$ cat src/hdl/rria_pkg.sv
// Shared types and codes for the round-robin ID slot allocator.
// No dependencies; every other file of the block but rria_ram imports this package.
package rria_pkg;

  // Field widths of the item and result
  localparam int ID_W    = 10;
  localparam int MODE_W  = 2;
  localparam int STAT_W  = 2;

  // Occupancy bitmap word geometry
  localparam int WORD_W  = 32;
  localparam int WORD_AW = 5;

  // Mode codes on the item
  localparam logic [MODE_W-1:0] MODE_ALLOC   = 2'd0;
  localparam logic [MODE_W-1:0] MODE_RELEASE = 2'd1;
  localparam logic [MODE_W-1:0] MODE_LOOKUP  = 2'd2;
  localparam logic [MODE_W-1:0] MODE_FLUSH   = 2'd3;

  // Status codes on the result
  localparam logic [STAT_W-1:0] STATUS_OK    = 2'd0;
  localparam logic [STAT_W-1:0] STATUS_FULL  = 2'd1;
  localparam logic [STAT_W-1:0] STATUS_RANGE = 2'd2;

  typedef struct packed {
    logic [MODE_W-1:0] mode;
    logic [ID_W-1:0]   slot_id;
    logic              is_current;
  } item_t;

  typedef struct packed {
    logic [ID_W-1:0]   result_id;
    logic [STAT_W-1:0] status;
    logic              found;
    logic              occupied;
  } result_t;

  typedef enum logic [1:0] {
    OP_ALLOC,
    OP_RELEASE,
    OP_LOOKUP,
    OP_FLUSH
  } op_t;

  // Classified command passed from the front end to the back end
  typedef struct packed {
    op_t             op;
    logic            in_range;
    logic            cur;
    logic [ID_W-1:0] id;
  } cmd_t;

  typedef enum logic [3:0] {
    S_IDLE,
    S_FL_RD,
    S_FL_WR,
    S_RL_RD,
    S_RL_WR,
    S_LK_RD,
    S_LK_EV,
    S_SCAN,
    S_AL_WR
  } st_t;

endpackage

$ cat src/hdl/rria_ram.sv
// Generic simple dual-port RAM: one write port, one read port, registered read.
// No dependencies.
module rria_ram #(
  parameter int W     = 32,
  parameter int DEPTH = 32
) (
  input  logic                                   clk,
  input  logic                                   we,
  input  logic [(DEPTH > 1 ? $clog2(DEPTH) : 1)-1:0] waddr,
  input  logic [W-1:0]                           wdata,
  input  logic [(DEPTH > 1 ? $clog2(DEPTH) : 1)-1:0] raddr,
  output logic [W-1:0]                           rdata
);

  logic [W-1:0] mem [DEPTH];

  // Write and registered read
  always_ff @(posedge clk) begin
    if (we) begin
      mem[waddr] <= wdata;
    end
    rdata <= mem[raddr];
  end

endmodule

$ cat src/hdl/rria_front.sv
// Front end: accepts items, decodes the mode and range-checks the ID.
// Depends on rria_pkg; feeds rria_queue.
module rria_front
  import rria_pkg::*;
#(
  parameter int SLOT_COUNT = 1024
) (
  input  logic  clk,
  input  logic  rst,
  input  logic  start,
  input  item_t req,
  output logic  busy,
  input  logic  q_full,
  output logic  push,
  output cmd_t  cmd
);

  logic fr_vld;
  cmd_t fr_cmd;
  cmd_t cls;
  logic accept;

  // Hold off new items only while the held one cannot move on
  assign busy   = fr_vld & q_full;
  assign accept = start & ~busy;
  assign push   = fr_vld & ~q_full;
  assign cmd    = fr_cmd;

  // Classify the incoming item
  always_comb begin
    cls.id       = req.slot_id;
    cls.cur      = req.is_current;
    cls.in_range = 32'(req.slot_id) < 32'(SLOT_COUNT);
    case (req.mode)
      MODE_ALLOC:   cls.op = OP_ALLOC;
      MODE_RELEASE: cls.op = OP_RELEASE;
      MODE_LOOKUP:  cls.op = OP_LOOKUP;
      MODE_FLUSH:   cls.op = OP_FLUSH;
      default:      cls.op = OP_FLUSH;
    endcase
  end

  // Hold one classified item until the queue takes it
  always_ff @(posedge clk) begin
    if (rst) begin
      fr_vld <= 1'b0;
    end else if (accept) begin
      fr_vld <= 1'b1;
    end else if (push) begin
      fr_vld <= 1'b0;
    end
    if (accept) begin
      fr_cmd <= cls;
    end
  end

endmodule

$ cat src/hdl/rria_queue.sv
// Two-entry command queue between the front end and the back end.
// Depends on rria_pkg.
module rria_queue
  import rria_pkg::*;
(
  input  logic clk,
  input  logic rst,
  input  logic push,
  input  cmd_t din,
  output logic full,
  input  logic pop,
  output cmd_t dout,
  output logic empty
);

  cmd_t       ent [2];
  logic       wr_ptr;
  logic       rd_ptr;
  logic [1:0] cnt;

  assign full  = cnt == 2'd2;
  assign empty = cnt == 2'd0;
  assign dout  = ent[rd_ptr];

  // Advance pointers and count
  always_ff @(posedge clk) begin
    if (rst) begin
      wr_ptr <= 1'b0;
      rd_ptr <= 1'b0;
      cnt    <= 2'd0;
    end else begin
      if (push) begin
        wr_ptr <= ~wr_ptr;
      end
      if (pop) begin
        rd_ptr <= ~rd_ptr;
      end
      if (push && !pop) begin
        cnt <= cnt + 2'd1;
      end else if (pop && !push) begin
        cnt <= cnt - 2'd1;
      end
    end
    if (push) begin
      ent[wr_ptr] <= din;
    end
  end

endmodule

$ cat src/hdl/rria_back.sv
// Back end: executes commands against the occupancy bitmap RAM.
// Depends on rria_pkg and rria_ram; fed by rria_queue.
module rria_back
  import rria_pkg::*;
#(
  parameter int SLOT_COUNT = 1024
) (
  input  logic    clk,
  input  logic    rst,
  input  logic    empty,
  input  cmd_t    head,
  output logic    pop,
  output logic    done,
  output result_t rsp
);

  localparam int SW     = $clog2(SLOT_COUNT);
  localparam int SWX    = (SW > WORD_AW) ? SW : WORD_AW + 1;
  localparam int ROWS   = (SLOT_COUNT + WORD_W - 1) / WORD_W;
  localparam int ROW_AW = (ROWS > 1) ? $clog2(ROWS) : 1;
  localparam int CW     = $clog2(ROWS + 2);
  localparam int TAIL   = SLOT_COUNT % WORD_W;
  localparam logic [WORD_W-1:0] TAIL_MASK =
    (TAIL == 0) ? '0 : ~((WORD_W'(1) << TAIL) - WORD_W'(1));

  function automatic logic [ROW_AW-1:0] row_of(input logic [SW-1:0] s);
    logic [SWX-1:0] x;
    x = SWX'(s);
    return ROW_AW'(x >> WORD_AW);
  endfunction

  function automatic logic [WORD_AW-1:0] bit_of(input logic [SW-1:0] s);
    logic [SWX-1:0] x;
    x = SWX'(s);
    return x[WORD_AW-1:0];
  endfunction

  function automatic logic [SW-1:0] slot_of(input logic [ROW_AW-1:0] r,
                                            input logic [WORD_AW-1:0] b);
    logic [SWX-1:0] x;
    x = (SWX'(r) << WORD_AW) | SWX'(b);
    return SW'(x);
  endfunction

  st_t state;
  st_t state_next;

  cmd_t               cmd;
  logic [SW-1:0]      last_given;
  logic [SW-1:0]      pending;
  logic [SW-1:0]      start_slot;
  logic [SW-1:0]      al_slot;
  logic [WORD_W-1:0]  al_word;
  logic [CW-1:0]      iss_cnt;
  logic [ROW_AW-1:0]  iss_addr;
  logic               q_vld;
  logic [CW-1:0]      q_cnt;
  logic [ROW_AW-1:0]  q_addr;
  logic [ROW_AW-1:0]  raddr_q;
  logic [ROWS-1:0]    row_vld;

  logic               we;
  logic [ROW_AW-1:0]  waddr;
  logic [WORD_W-1:0]  wdata;
  logic [ROW_AW-1:0]  raddr;
  logic [WORD_W-1:0]  rd_data;
  logic [WORD_W-1:0]  rd_word;

  logic               fin;
  result_t            rsp_next;
  logic [SW:0]        lg_inc;
  logic [SW-1:0]      step;
  logic [SW-1:0]      h_slot;
  logic [SW-1:0]      cmd_slot;
  logic               pend_nz;
  logic [WORD_W-1:0]  lo_mask;
  logic [WORD_W-1:0]  scan_word;
  logic [WORD_W-1:0]  free_vec;
  logic               hit;
  logic [WORD_AW-1:0] hit_bit;
  logic               occ;

  rria_ram #(
    .W     (WORD_W),
    .DEPTH (ROWS)
  ) u_bitmap (
    .clk   (clk),
    .we    (we),
    .waddr (waddr),
    .wdata (wdata),
    .raddr (raddr),
    .rdata (rd_data)
  );

  // Derived values
  assign lg_inc   = {1'b0, last_given} + (SW + 1)'(1);
  assign step     = (lg_inc >= (SW + 1)'(SLOT_COUNT)) ? SW'(1) : SW'(lg_inc);
  assign h_slot   = SW'(head.id);
  assign cmd_slot = SW'(cmd.id);
  assign pend_nz  = pending != '0;
  assign rd_word  = row_vld[raddr_q] ? rd_data : '0;
  assign occ      = rd_word[bit_of(cmd_slot)];

  // Mask the scanned word: slots past the table, and the split start word
  always_comb begin
    lo_mask   = (WORD_W'(1) << bit_of(start_slot)) - WORD_W'(1);
    scan_word = rd_word;
    if (q_addr == ROW_AW'(ROWS - 1)) begin
      scan_word = scan_word | TAIL_MASK;
    end
    if (q_cnt == '0) begin
      scan_word = scan_word | lo_mask;
    end
    if (q_cnt == CW'(ROWS)) begin
      scan_word = scan_word | ~lo_mask;
    end
    free_vec = ~scan_word;
    hit      = q_vld && (free_vec != '0);
    hit_bit  = '0;
    for (int i = WORD_W - 1; i >= 0; i--) begin
      if (free_vec[i]) begin
        hit_bit = WORD_AW'(i);
      end
    end
  end

  // State register
  always_ff @(posedge clk) begin
    if (rst) begin
      state <= S_IDLE;
    end else begin
      state <= state_next;
    end
  end

  // Next state, RAM control and result
  always_comb begin
    state_next         = state;
    pop                = 1'b0;
    fin                = 1'b0;
    we                 = 1'b0;
    waddr              = row_of(cmd_slot);
    wdata              = rd_word & ~(WORD_W'(1) << bit_of(cmd_slot));
    raddr              = iss_addr;
    rsp_next.result_id = cmd.id;
    rsp_next.status    = STATUS_OK;
    rsp_next.found     = 1'b0;
    rsp_next.occupied  = 1'b0;
    case (state)
      S_IDLE: begin
        if (!empty) begin
          pop                = 1'b1;
          rsp_next.result_id = head.id;
          case (head.op)
            OP_ALLOC: state_next = S_SCAN;
            OP_RELEASE: begin
              if (!head.in_range) begin
                fin             = 1'b1;
                rsp_next.status = STATUS_RANGE;
              end else if (pend_nz) begin
                state_next = S_FL_RD;
              end else if (head.cur) begin
                fin = 1'b1;
              end else begin
                state_next = S_RL_RD;
              end
            end
            OP_LOOKUP: begin
              if (!head.in_range) begin
                fin             = 1'b1;
                rsp_next.status = STATUS_RANGE;
              end else begin
                state_next = S_LK_RD;
              end
            end
            OP_FLUSH: begin
              if (pend_nz) begin
                state_next = S_FL_RD;
              end else begin
                fin                = 1'b1;
                rsp_next.result_id = '0;
              end
            end
            default: state_next = S_IDLE;
          endcase
        end
      end
      S_FL_RD: begin
        raddr      = row_of(pending);
        state_next = S_FL_WR;
      end
      S_FL_WR: begin
        we    = 1'b1;
        waddr = row_of(pending);
        wdata = rd_word & ~(WORD_W'(1) << bit_of(pending));
        if (cmd.op == OP_FLUSH) begin
          fin                = 1'b1;
          rsp_next.result_id = '0;
          state_next         = S_IDLE;
        end else if (cmd.cur) begin
          fin        = 1'b1;
          state_next = S_IDLE;
        end else begin
          state_next = S_RL_RD;
        end
      end
      S_RL_RD: begin
        raddr      = row_of(cmd_slot);
        state_next = S_RL_WR;
      end
      S_RL_WR: begin
        we         = 1'b1;
        fin        = 1'b1;
        state_next = S_IDLE;
      end
      S_LK_RD: begin
        raddr      = row_of(cmd_slot);
        state_next = S_LK_EV;
      end
      S_LK_EV: begin
        fin               = 1'b1;
        rsp_next.occupied = occ;
        rsp_next.found    = occ && !(pend_nz && pending == cmd_slot);
        state_next        = S_IDLE;
      end
      S_SCAN: begin
        if (hit) begin
          state_next = S_AL_WR;
        end else if (q_vld && q_cnt == CW'(ROWS)) begin
          fin                = 1'b1;
          rsp_next.result_id = '0;
          rsp_next.status    = STATUS_FULL;
          state_next         = S_IDLE;
        end
      end
      S_AL_WR: begin
        we                 = 1'b1;
        waddr              = row_of(al_slot);
        wdata              = al_word | (WORD_W'(1) << bit_of(al_slot));
        fin                = 1'b1;
        rsp_next.result_id = ID_W'(al_slot);
        state_next         = S_IDLE;
      end
      default: state_next = S_IDLE;
    endcase
  end

  // Control state: ID pointers, row valid bits, result strobe
  always_ff @(posedge clk) begin
    if (rst) begin
      last_given <= '0;
      pending    <= '0;
      row_vld    <= '0;
      done       <= 1'b0;
      q_vld      <= 1'b0;
    end else begin
      done <= fin;
      if (we) begin
        row_vld[waddr] <= 1'b1;
      end
      if (state == S_IDLE && pop) begin
        q_vld <= 1'b0;
        if (head.op == OP_ALLOC) begin
          last_given <= step;
        end
        if (head.op == OP_RELEASE && head.in_range && !pend_nz && head.cur) begin
          pending <= h_slot;
        end
      end
      if (state == S_FL_WR) begin
        pending <= (cmd.op == OP_RELEASE && cmd.cur) ? cmd_slot : '0;
      end
      if (state == S_SCAN) begin
        if (hit) begin
          last_given <= slot_of(q_addr, hit_bit);
          q_vld      <= 1'b0;
        end else begin
          q_vld <= iss_cnt <= CW'(ROWS);
        end
      end
    end
  end

  // Datapath: command, scan pointers, pick, result payload
  always_ff @(posedge clk) begin
    raddr_q <= raddr;
    if (fin) begin
      rsp <= rsp_next;
    end
    if (pop) begin
      cmd <= head;
    end
    if (state == S_IDLE && pop) begin
      start_slot <= step;
      iss_cnt    <= '0;
      iss_addr   <= row_of(step);
    end
    if (state == S_SCAN) begin
      if (hit) begin
        al_slot <= slot_of(q_addr, hit_bit);
        al_word <= rd_word;
      end else if (iss_cnt <= CW'(ROWS)) begin
        q_cnt    <= iss_cnt;
        q_addr   <= iss_addr;
        iss_cnt  <= iss_cnt + CW'(1);
        iss_addr <= (iss_addr == ROW_AW'(ROWS - 1)) ? '0 : iss_addr + ROW_AW'(1);
      end
    end
  end

  a_alloc_free: assert property (@(posedge clk) disable iff (rst)
    (state == S_AL_WR) |-> !al_word[bit_of(al_slot)])
    else $error("allocation sets a slot that is already occupied");

  a_alloc_range: assert property (@(posedge clk) disable iff (rst)
    (state == S_AL_WR) |-> (32'(al_slot) < 32'(SLOT_COUNT)))
    else $error("allocated slot lies past the table");

  a_pending_range: assert property (@(posedge clk) disable iff (rst)
    32'(pending) < 32'(SLOT_COUNT))
    else $error("pending slot lies past the table");

  a_row_vld_grows: assert property (@(posedge clk) disable iff (rst)
    1'b1 |=> ((row_vld & $past(row_vld)) == $past(row_vld)))
    else $error("bitmap row lost its written mark");

  a_scan_count: assert property (@(posedge clk) disable iff (rst)
    (state == S_SCAN && q_vld) |-> (q_cnt <= CW'(ROWS)))
    else $error("scan evaluated a word past the wrap");

endmodule

$ cat src/hdl/round_robin_id_slot_allocator.sv
// Top level of the round-robin ID slot allocator: front end, queue, back end.
// Depends on rria_pkg, rria_front, rria_queue, rria_back (and rria_ram below it).
//
//   channel  | ports              | handshake
//   ---------+--------------------+--------------------------------------
//   item in  | start, busy, req   | taken at a rising edge with start & !busy
//   result   | done, rsp          | done high for one cycle, always taken
//
// Scan: allocate reads the ROWS bitmap words in the back end, one word read per
// cycle through the bitmap RAM read port (ROWS = ceil(SLOT_COUNT/32)), start word
// visited twice; release reads up to two words, lookup and flush one each.
// The front register and the queue lie between the item port and the back end.
// Reset: synchronous rst clears the row marks of the bitmap at once, so all
// slots read free; no clearing pass is needed.
// Stalls: busy rises only when the front register and the two-entry queue
// are both full; results are never held back.
module round_robin_id_slot_allocator
  import rria_pkg::*;
#(
  parameter int SLOT_COUNT = 1024
) (
  input  logic    clk,
  input  logic    rst,
  input  logic    start,
  output logic    busy,
  input  item_t   req,
  output logic    done,
  output result_t rsp
);

  logic q_full;
  logic q_empty;
  logic push;
  logic pop;
  cmd_t fr_cmd;
  cmd_t head;

  rria_front #(
    .SLOT_COUNT (SLOT_COUNT)
  ) u_front (
    .clk    (clk),
    .rst    (rst),
    .start  (start),
    .req    (req),
    .busy   (busy),
    .q_full (q_full),
    .push   (push),
    .cmd    (fr_cmd)
  );

  rria_queue u_queue (
    .clk   (clk),
    .rst   (rst),
    .push  (push),
    .din   (fr_cmd),
    .full  (q_full),
    .pop   (pop),
    .dout  (head),
    .empty (q_empty)
  );

  rria_back #(
    .SLOT_COUNT (SLOT_COUNT)
  ) u_back (
    .clk   (clk),
    .rst   (rst),
    .empty (q_empty),
    .head  (head),
    .pop   (pop),
    .done  (done),
    .rsp   (rsp)
  );

endmodule

$ cat config.mk
export PLATFORM = sky130hd
export DESIGN_NAME = round_robin_id_slot_allocator
export DESIGN_NICKNAME = d
export VERILOG_FILES = /design/src/hdl/rria_pkg.sv /design/src/hdl/rria_ram.sv /design/src/hdl/rria_front.sv /design/src/hdl/rria_queue.sv /design/src/hdl/rria_back.sv /design/src/hdl/round_robin_id_slot_allocator.sv
export SDC_FILE = /design/constraint.sdc
export NUM_CORES = 2
export LEC_CHECK = 0
export BUFFER_PORTS_ARGS = -buffer_cell sky130_fd_sc_hd__buf_2
export CAP_MARGIN = 40
export CORE_UTILIZATION = 54
export DETAILED_ROUTE_END_ITERATION = 8
export PLACE_DENSITY_LB_ADDON = 0.3
export RECOVER_POWER = 25
export SYNTH_ARGS = -nofsm -noshare
export SYNTH_HDL_FRONTEND = slang
export SYNTH_SLANG_ARGS = --single-unit
$ cat constraint.sdc
create_clock -name clk -period 6.5 [get_ports clk]
set_input_delay 0.65 -clock clk [delete_from_list [all_inputs] [get_ports clk]]
set_output_delay 0.65 -clock clk [all_outputs]
set_load 0.05 [all_outputs]
# ---- Word-level counts from Yosys, hierarchy flattened
# Memory sizes are Yosys's and may differ from the RTL's. A register that Yosys moved wholly into a read port is not among the register bits.
# Index checks and enable logic that the tools add are counted.
# Widths: inputs -> output; s select.
dict set report op_classes {
  n_shift 4
  n_mux 113
  n_bitwise 19
  n_div 0
  add_sub_neg 6
  order_cmp 6
  n_eq_ne 26
  mul 0
  reduce_logical 36
}
# cell n
set op_table {}
lappend op_table {{$mux 5} 37}
lappend op_table {{$not 32->32} 4}
lappend op_table {{$or 32x32->32} 4}
lappend op_table {{$shl 1x5->32 const A} 4}
lappend op_table {{$mux 10} 12}
lappend op_table {{$mux 32} 3}
lappend op_table {{$and 32x32->32} 2}
lappend op_table {{$pmux 32 s2} 1}
lappend op_table {{$pmux 10 s4} 1}
lappend op_table {{$mux 12} 3}
lappend op_table {{$mux 4} 8}
lappend op_table {{$reduce_bool 32->1} 1}
lappend op_table {{$sub 32x2->32 const B} 1}
lappend op_table {{$mux 1} 27}
lappend op_table {{$mux 6} 4}
lappend op_table {{$pmux 4 s6} 1}
lappend op_table {{$pmux 5 s2} 2}
lappend op_table {{$lt 5x6->1 const B} 3}
lappend op_table {{$eq 4x3->1 const B} 4}
lappend op_table {{$pmux 4 s4} 1}
lappend op_table {{$eq 2x2->1 const B} 6}
lappend op_table {{$mux 2} 6}
lappend op_table {{$add 10x1->11 const B} 1}
lappend op_table {{$ge 11x11->1 const B} 1}
lappend op_table {{other kinds (39)} 73}
dict set report word_totals {
  latchBits 0
  elab_cells 240
  romBits 0
  register_bits 177
  out_inout_bits 16
  n_memories 2
  ramBits 1050
  inputBits 16
}
# memory depth word_bits read_ports rd_ports_with_merged_regs wr line
set mem_list {}
lappend mem_list {u_back.u_bitmap.mem 32 32 1 1 1 rria_ram.sv:15} ;# logic [W-1:0] mem [DEPTH];
lappend mem_list {u_queue.ent 2 13 1 1 1 rria_queue.sv:16} ;# cmd_t ent [2];

# ---- Depth between registers and ports, before layout
dict set report logic_depth {
  ltp_word 43
  mapped_depth 23
  ltp_nobuf 16
}

# ---- By module
# Synthesis repeated with hierarchy kept, for this count alone.
dict set report unflattened {
  hier_cells 3580
  hier_area_um2 52713.1
}
# module area_per_inst_um2 seq_area_each_um2 cells_each instances
set modules_own_cells {}
lappend modules_own_cells {rria_ram 40492.6 31390.1 2260 1}
lappend modules_own_cells {rria_back 10542.6 4033.9 1232 1}
lappend modules_own_cells {rria_queue 1213.7 940.9 65 1}
lappend modules_own_cells {rria_front 464.2 410.4 23 1}

# ---- Worst setup path before layout
# No wires, ideal clock.
dict set report synth_timing {
  path_type {flip-flop to flip-flop}
  from {register u_back.start_slot[3]}
  to {register u_back.rsp[0] (netlist name)}
  setup_time_ps 386
  stages_incl_launch_ff 20
  required_time_ps 6114
  n_path_buf 7
  arrival_ps 4295
  slack_ps 1818
  period_less_slack_ps 4682
  path_cell_list {edfxtp_1 -> buf_2 -> buf_2 -> buf_2 -> nor3_1 -> and2_1 -> inv_1 -> ha_1 -> buf_2 -> buf_2 -> buf_4 -> buf_2 -> o21ai_0 -> nand2_1 -> a211oi_1 -> o211ai_1 -> nor3_1 -> nand3_1 -> or2_1 -> o31ai_2}
}
dict set report synth_between {
  elab_chain_len 11
  word_cells_on_any_way 12
  classes_between {add/sub (1); shift (1); mux (4); bitwise (4); reduce/logical (2)}
}
# element line
set synth_lines {}
lappend synth_lines {{start: declaration} rria_back.sv:51} ;# logic [SW-1:0] start_slot;
lappend synth_lines {{start signal: assignment} rria_back.sv:294} ;# start_slot <= step;
lappend synth_lines {{$shl 1x5->32 *} rria_back.sv:106} ;# lo_mask = (WORD_W'(1) << bit_of(start_slot)) - WORD_W'(1);
lappend synth_lines {{$sub 32x2->32 *} rria_back.sv:106}
lappend synth_lines {{$or 32x32->32} rria_back.sv:112} ;# scan_word = scan_word | lo_mask;
lappend synth_lines {{$mux 32} rria_back.sv:111} ;# if (q_cnt == '0) begin
lappend synth_lines {{$or 32x32->32} rria_back.sv:115} ;# scan_word = scan_word | ~lo_mask;
lappend synth_lines {{$mux 32 *} rria_back.sv:114} ;# if (q_cnt == CW'(ROWS)) begin
lappend synth_lines {{$not 32->32 *} rria_back.sv:117} ;# free_vec = ~scan_word;
lappend synth_lines {{$reduce_bool 32->1 *} rria_back.sv:118} ;# hit = q_vld && (free_vec != '0);
lappend synth_lines {{$logic_and 1x1->1 *} rria_back.sv:118}
lappend synth_lines {{$mux 1 *} rria_back.sv:227} ;# if (hit) begin
lappend synth_lines {{$pmux 1 s4 *} rria_back.sv:149} ;# case (state)
lappend synth_lines {{named net u_back.fin} rria_back.sv:69} ;# logic fin;
# The timed path passes the listed nets; every way through them passes the cells marked *.
# A chain may end at the register's enable or synchronous reset.

# ---- Final worst setup path
dict set report layout_timing {
  from {register u_back.state[0]}
  to {register u_back.u_bitmap.rdata[14] (read register of u_back.u_bitmap.mem)}
}
dict set report layout_between {
  elab_chain_len 3
  word_cells_on_any_way 5
  classes_between {eq/ne (3); mux (1); reduce/logical (1)}
}
# element line
set layout_lines {}
lappend layout_lines {{start: declaration} rria_back.sv:45} ;# st_t state;
lappend layout_lines {{start signal: assignment} rria_back.sv:132} ;# state <= state_next;
lappend layout_lines {{$eq 4x2->1 or $eq 4x3->1 (tied branches)} --}
lappend layout_lines {{$reduce_or 2->1 (no source line)} --}
lappend layout_lines {{$pmux 5 s2 *} rria_back.sv:149}
lappend layout_lines {{end: declaration} rria_ram.sv:12} ;# output logic [W-1:0] rdata
# Every way passes the cells marked *; elsewhere a longest branch is shown, timed or not.

==> metrics.txt <==
arrival time at the worst endpoint=6.42 ns; area of the multi-input gates=15600 sq um; total power after layout=27.5 mW; Hold Path Class=in -> reg; P&R area growth vs syn=11.4%; initial antenna violation count=2; Fin. Hold Viols=0; final wirelength=145 mm; worst setup path end=u_back.u_bitmap.rdata[14]; r2r startpoint=u_back.state[0]; crit-path max FO=62; Setup CP Type=reg -> reg; worst r2r path cells=8; HP Start=req[6]; global-route wire length before repair=214 mm; die height=316 um; reg-to-reg endpoint=u_back.u_bitmap.rdata[14]; Via density=6.39; row count=114; number of flops mapped to enable cells by yosys=1147; Longest Clk Path Bufs=3; Final Worst Setup Slack=0.741 ns; startpoint type of the worst setup path=register; NetSw=10.2 mW; clock slew seen by the registers of the worst setup and hold paths=0.06 ns; fillcell total=7252; sum of negative setup slack=0 ns; leakage power=19.8 nW; vias in the first global route=33800; clock share of power=0.259; Worst Setup SP=u_back.state[0]; area of the core=97300 sq um; Post-Syn Nets=4327; Max-slew headroom=-1.40; dpl ws=1.35 ns; Final setup viols=0; setup repair after global routing missed its margin=no; CP Capture Type=register; clk sinks=1259; sequential cell area=36700 sq um; # H-tree levels=4; Routed Antenna Nets=0; maximum vdd drop=307 uV; GRT Residual Overflow=0; Syn Std Cell Area=53400 sq um; P per Cell Area=462 nW/um^2; clk_skew=0.0237 ns; Die Wd=316 um; Wirelength per Cell=25.6 um; PortBufs=30; internal power=17.2 mW; Root Buffer Master=clkbuf_16; CTS Hold Buffers Added=0; Mean Syn Cell Area=12.4 sq um; Period minus WS final=5.76 ns; Yosys cell types=89; post_cts resized=0; outcome=complete, but fails checks; Worst Tran Pin Value=3.61 ns; Top FF cell, synth=edfxtp_1; initial core utilization=0.549; dpl hpwl=83.1 mm; Synth Register Bits=1259; Core Util, Final=0.612; GPL Wtd Cong=0.936; drt initial violations=4881; gr usage total=0.288; CTS tree=yes; failing checks=max-capacitance violations, max-slew violations; die footprint=100000 sq um; later-pin clock latency in the skew report=0.75 ns; largest net degree at the start of global routing=181; register share of total power=0.410; WP data required=7.17 ns; cts bufs inserted=130; Antenna Cells=0; Max Cap Viol=7; ys async rst share=0; Post-CTS Repair Setup Buffers=0; Max Freq=174 MHz; detailed-route via count=36200; DRC Markers=0; drt first pass iters=8; cells after synthesis=4304; switching portion of total power=0.372; period utilization=0.886; Comb pwr share=0.331; post-synthesis sequential area ratio=0.687; final hold slack=0.0822 ns; fraction of layout cells with a size suffix above 1=0.0925; Syn. warnings=0; IO Count=32; reg2reg setup slack=0.74 ns; final slew viol count=298; # nets final=4306
==> metrics by stage <==
| step | area, sq um | instances |
|---|---|---|
| 2_1_floorplan | 53400 | 4304 |
| 3_3_place_gp | 55400 | 5411 |
| 3_5_place_dp | 55600 | 5426 |
| 4_1_cts | 59700 | 5662 |
| 5_1_grt | 59500 | 5663 |
| 6_report | 59500 | 5663 |
==> metal layers <==
metal,GRT usage,up-vias,part of all wire
li1,-,16200,-
met1,0.409,17800,0.41
met2,0.451,1908,0.47
met3,0.0466,290,0.093
met4,0.104,0,0.034
met5,0,-,0
==> how the worst min path moves through the flow <==
stage,to,slack [ns],cells after the start
2_1_floorplan,u_queue.ent[0][0],0.42,0
3_3_place_gp,u_queue.ent[0][12],0.43,0
3_5_place_dp,u_queue.ent[0][12],0.43,0
4_1_cts,u_front.cmd[8],0.04,1
5_1_grt,u_front.cmd[8],0.06,1
6_report,u_front.cmd[5],0.08,1
==> cell usage in the layout, fill, tap and decap left out, drive strengths merged, types with 13 or more instances in the layout <==
cell | Yosys | layout
a211oi | 184 | 184
a21o | 41 | 41
a21oi | 103 | 103
a221o | 13 | 13
a22oi | 54 | 54
a311oi | 195 | 195
a31oi | 75 | 75
and2 | 161 | 161
and3 | 18 | 18
buf | 42 | 129
clkbuf | 277 | 214
clkinv | 1 | 41
dfxtp | 112 | 112
edfxtp | 1147 | 1147
inv | 45 | 55
mux2i | 41 | 41
nand2 | 854 | 854
nand2b | 17 | 17
nand3 | 312 | 312
nor2 | 224 | 224
nor2b | 22 | 22
nor3 | 41 | 41
nor4 | 15 | 15
o211ai | 17 | 17
o21ai | 66 | 66
o22ai | 19 | 19
xnor2 | 28 | 28
xor2 | 17 | 17
==> cell type report <==
type,instances,share of cell area
Tap cell,1276,0.0268
Timing Repair Buffer,166,0.0232
Clock inverter,59,0.00843
Inverter,46,0.00324
Clock buffer,177,0.0594
Sequential cell,1259,0.617
Multi-Input combinational cell,2680,0.262
==> synthesized netlist by cell type (4+ instances only) <==
library cell  number  area, sq um
ha_1               7         87.6
o211a_1            5         50.1
o22ai_1           19          119
a21oi_1          102          510
o21a_1            11         82.6
nor3b_1            6         45.0
nor4_1            12         75.1
a221oi_1           9         78.8
xor2_1            17          149
mux4_2            10          225
buf_1              9         33.8
buf_6              4         45.0
a311oi_1         195         1710
nor2b_1           22          138
nand2_1          854         3210
nor3_1            40          200
dfxtp_1          112         2240
o221ai_1           7         61.3
nand4_1           10         62.6
a211o_1            4         35.0
and3_1            18          113
nor2_1           221          830
a221o_1           13          130
nand3_1          311         1560
xnor2_1           28          245
nand2b_1          17          106
buf_2             24          120
a22oi_1           53          398
o21ai_0           55          275
or2_2              8         50.1
o21ai_1            9         45.0
or3_1             10         62.6
inv_1             41          154
a31oi_1           75          469
clkbuf_1         275         1030
mux2_2             8         90.1
and2_1           160         1000
edfxtp_1        1147        34400
a211oi_1         184         1380
mux2i_1           41          410
a21o_1            41          308
o211ai_1          17          128
a41oi_1            5         43.8
buf_4              5         37.5
inv_2              4         15.0
==> sequential cells by signal, summed over array words and instances, names as in the netlist, 2 cells and up, named ones only <==
| name | cells |
|---|---|
| u_queue.ent | 26 |
| u_back.last_given | 10 |
| u_back.u_bitmap.mem | 1024 |
| u_back.raddr_q | 5 |
| u_back.al_slot | 10 |
| u_back.u_bitmap.rdata | 32 |
| u_back.cmd_slot | 10 |
| u_back.rsp | 13 |
| u_back.state | 4 |
| u_front.cmd | 13 |
| u_back.start_slot | 5 |
| u_back.row_vld | 32 |
| u_back.q_addr | 5 |
| u_back.pending | 10 |
| u_back.cmd | 3 |
| u_back.al_word | 32 |
| u_back.q_cnt | 6 |
| u_back.iss_addr | 5 |
| u_back.iss_cnt | 6 |
| u_queue.cnt | 2 |
==> power by group through the flow <==
stage	clock (mW)	combinational (mW)	sequential [mW]
2_1_floorplan	0	5.80	11.2
3_3_place_gp	0	8.80	11.4
3_5_place_dp	0	9.00	11.4
4_1_cts	7.19	9.05	11.2
5_1_grt	7.49	9.75	11.3
6_report	7.13	9.10	11.3
==> cells by family after synthesis <==
family / share of synthesized area
and+or+nand+nor: 0.145
DFF: 0.687
AOI/OAI and AO/OA: 0.118
buffers and inverters: 0.0273
muxes: 0.0138
xor gates and xnor gates: 0.00738
adders and majority gates: 0.00164
other: 0.0000702
==> worst max-delay path: stages (launching register included) <==
cell	delay, ns
dfxtp_1	0.61
nand2b_1	0.32
nor3_1	0.21
a21oi_1	0.09
o21ai_4	0.51
clkbuf_1	2.45
a311oi_1	0.42
a211oi_1	0.81
a21o_1	0.21
Note: power is estimated with default switching activity, not from simulation.
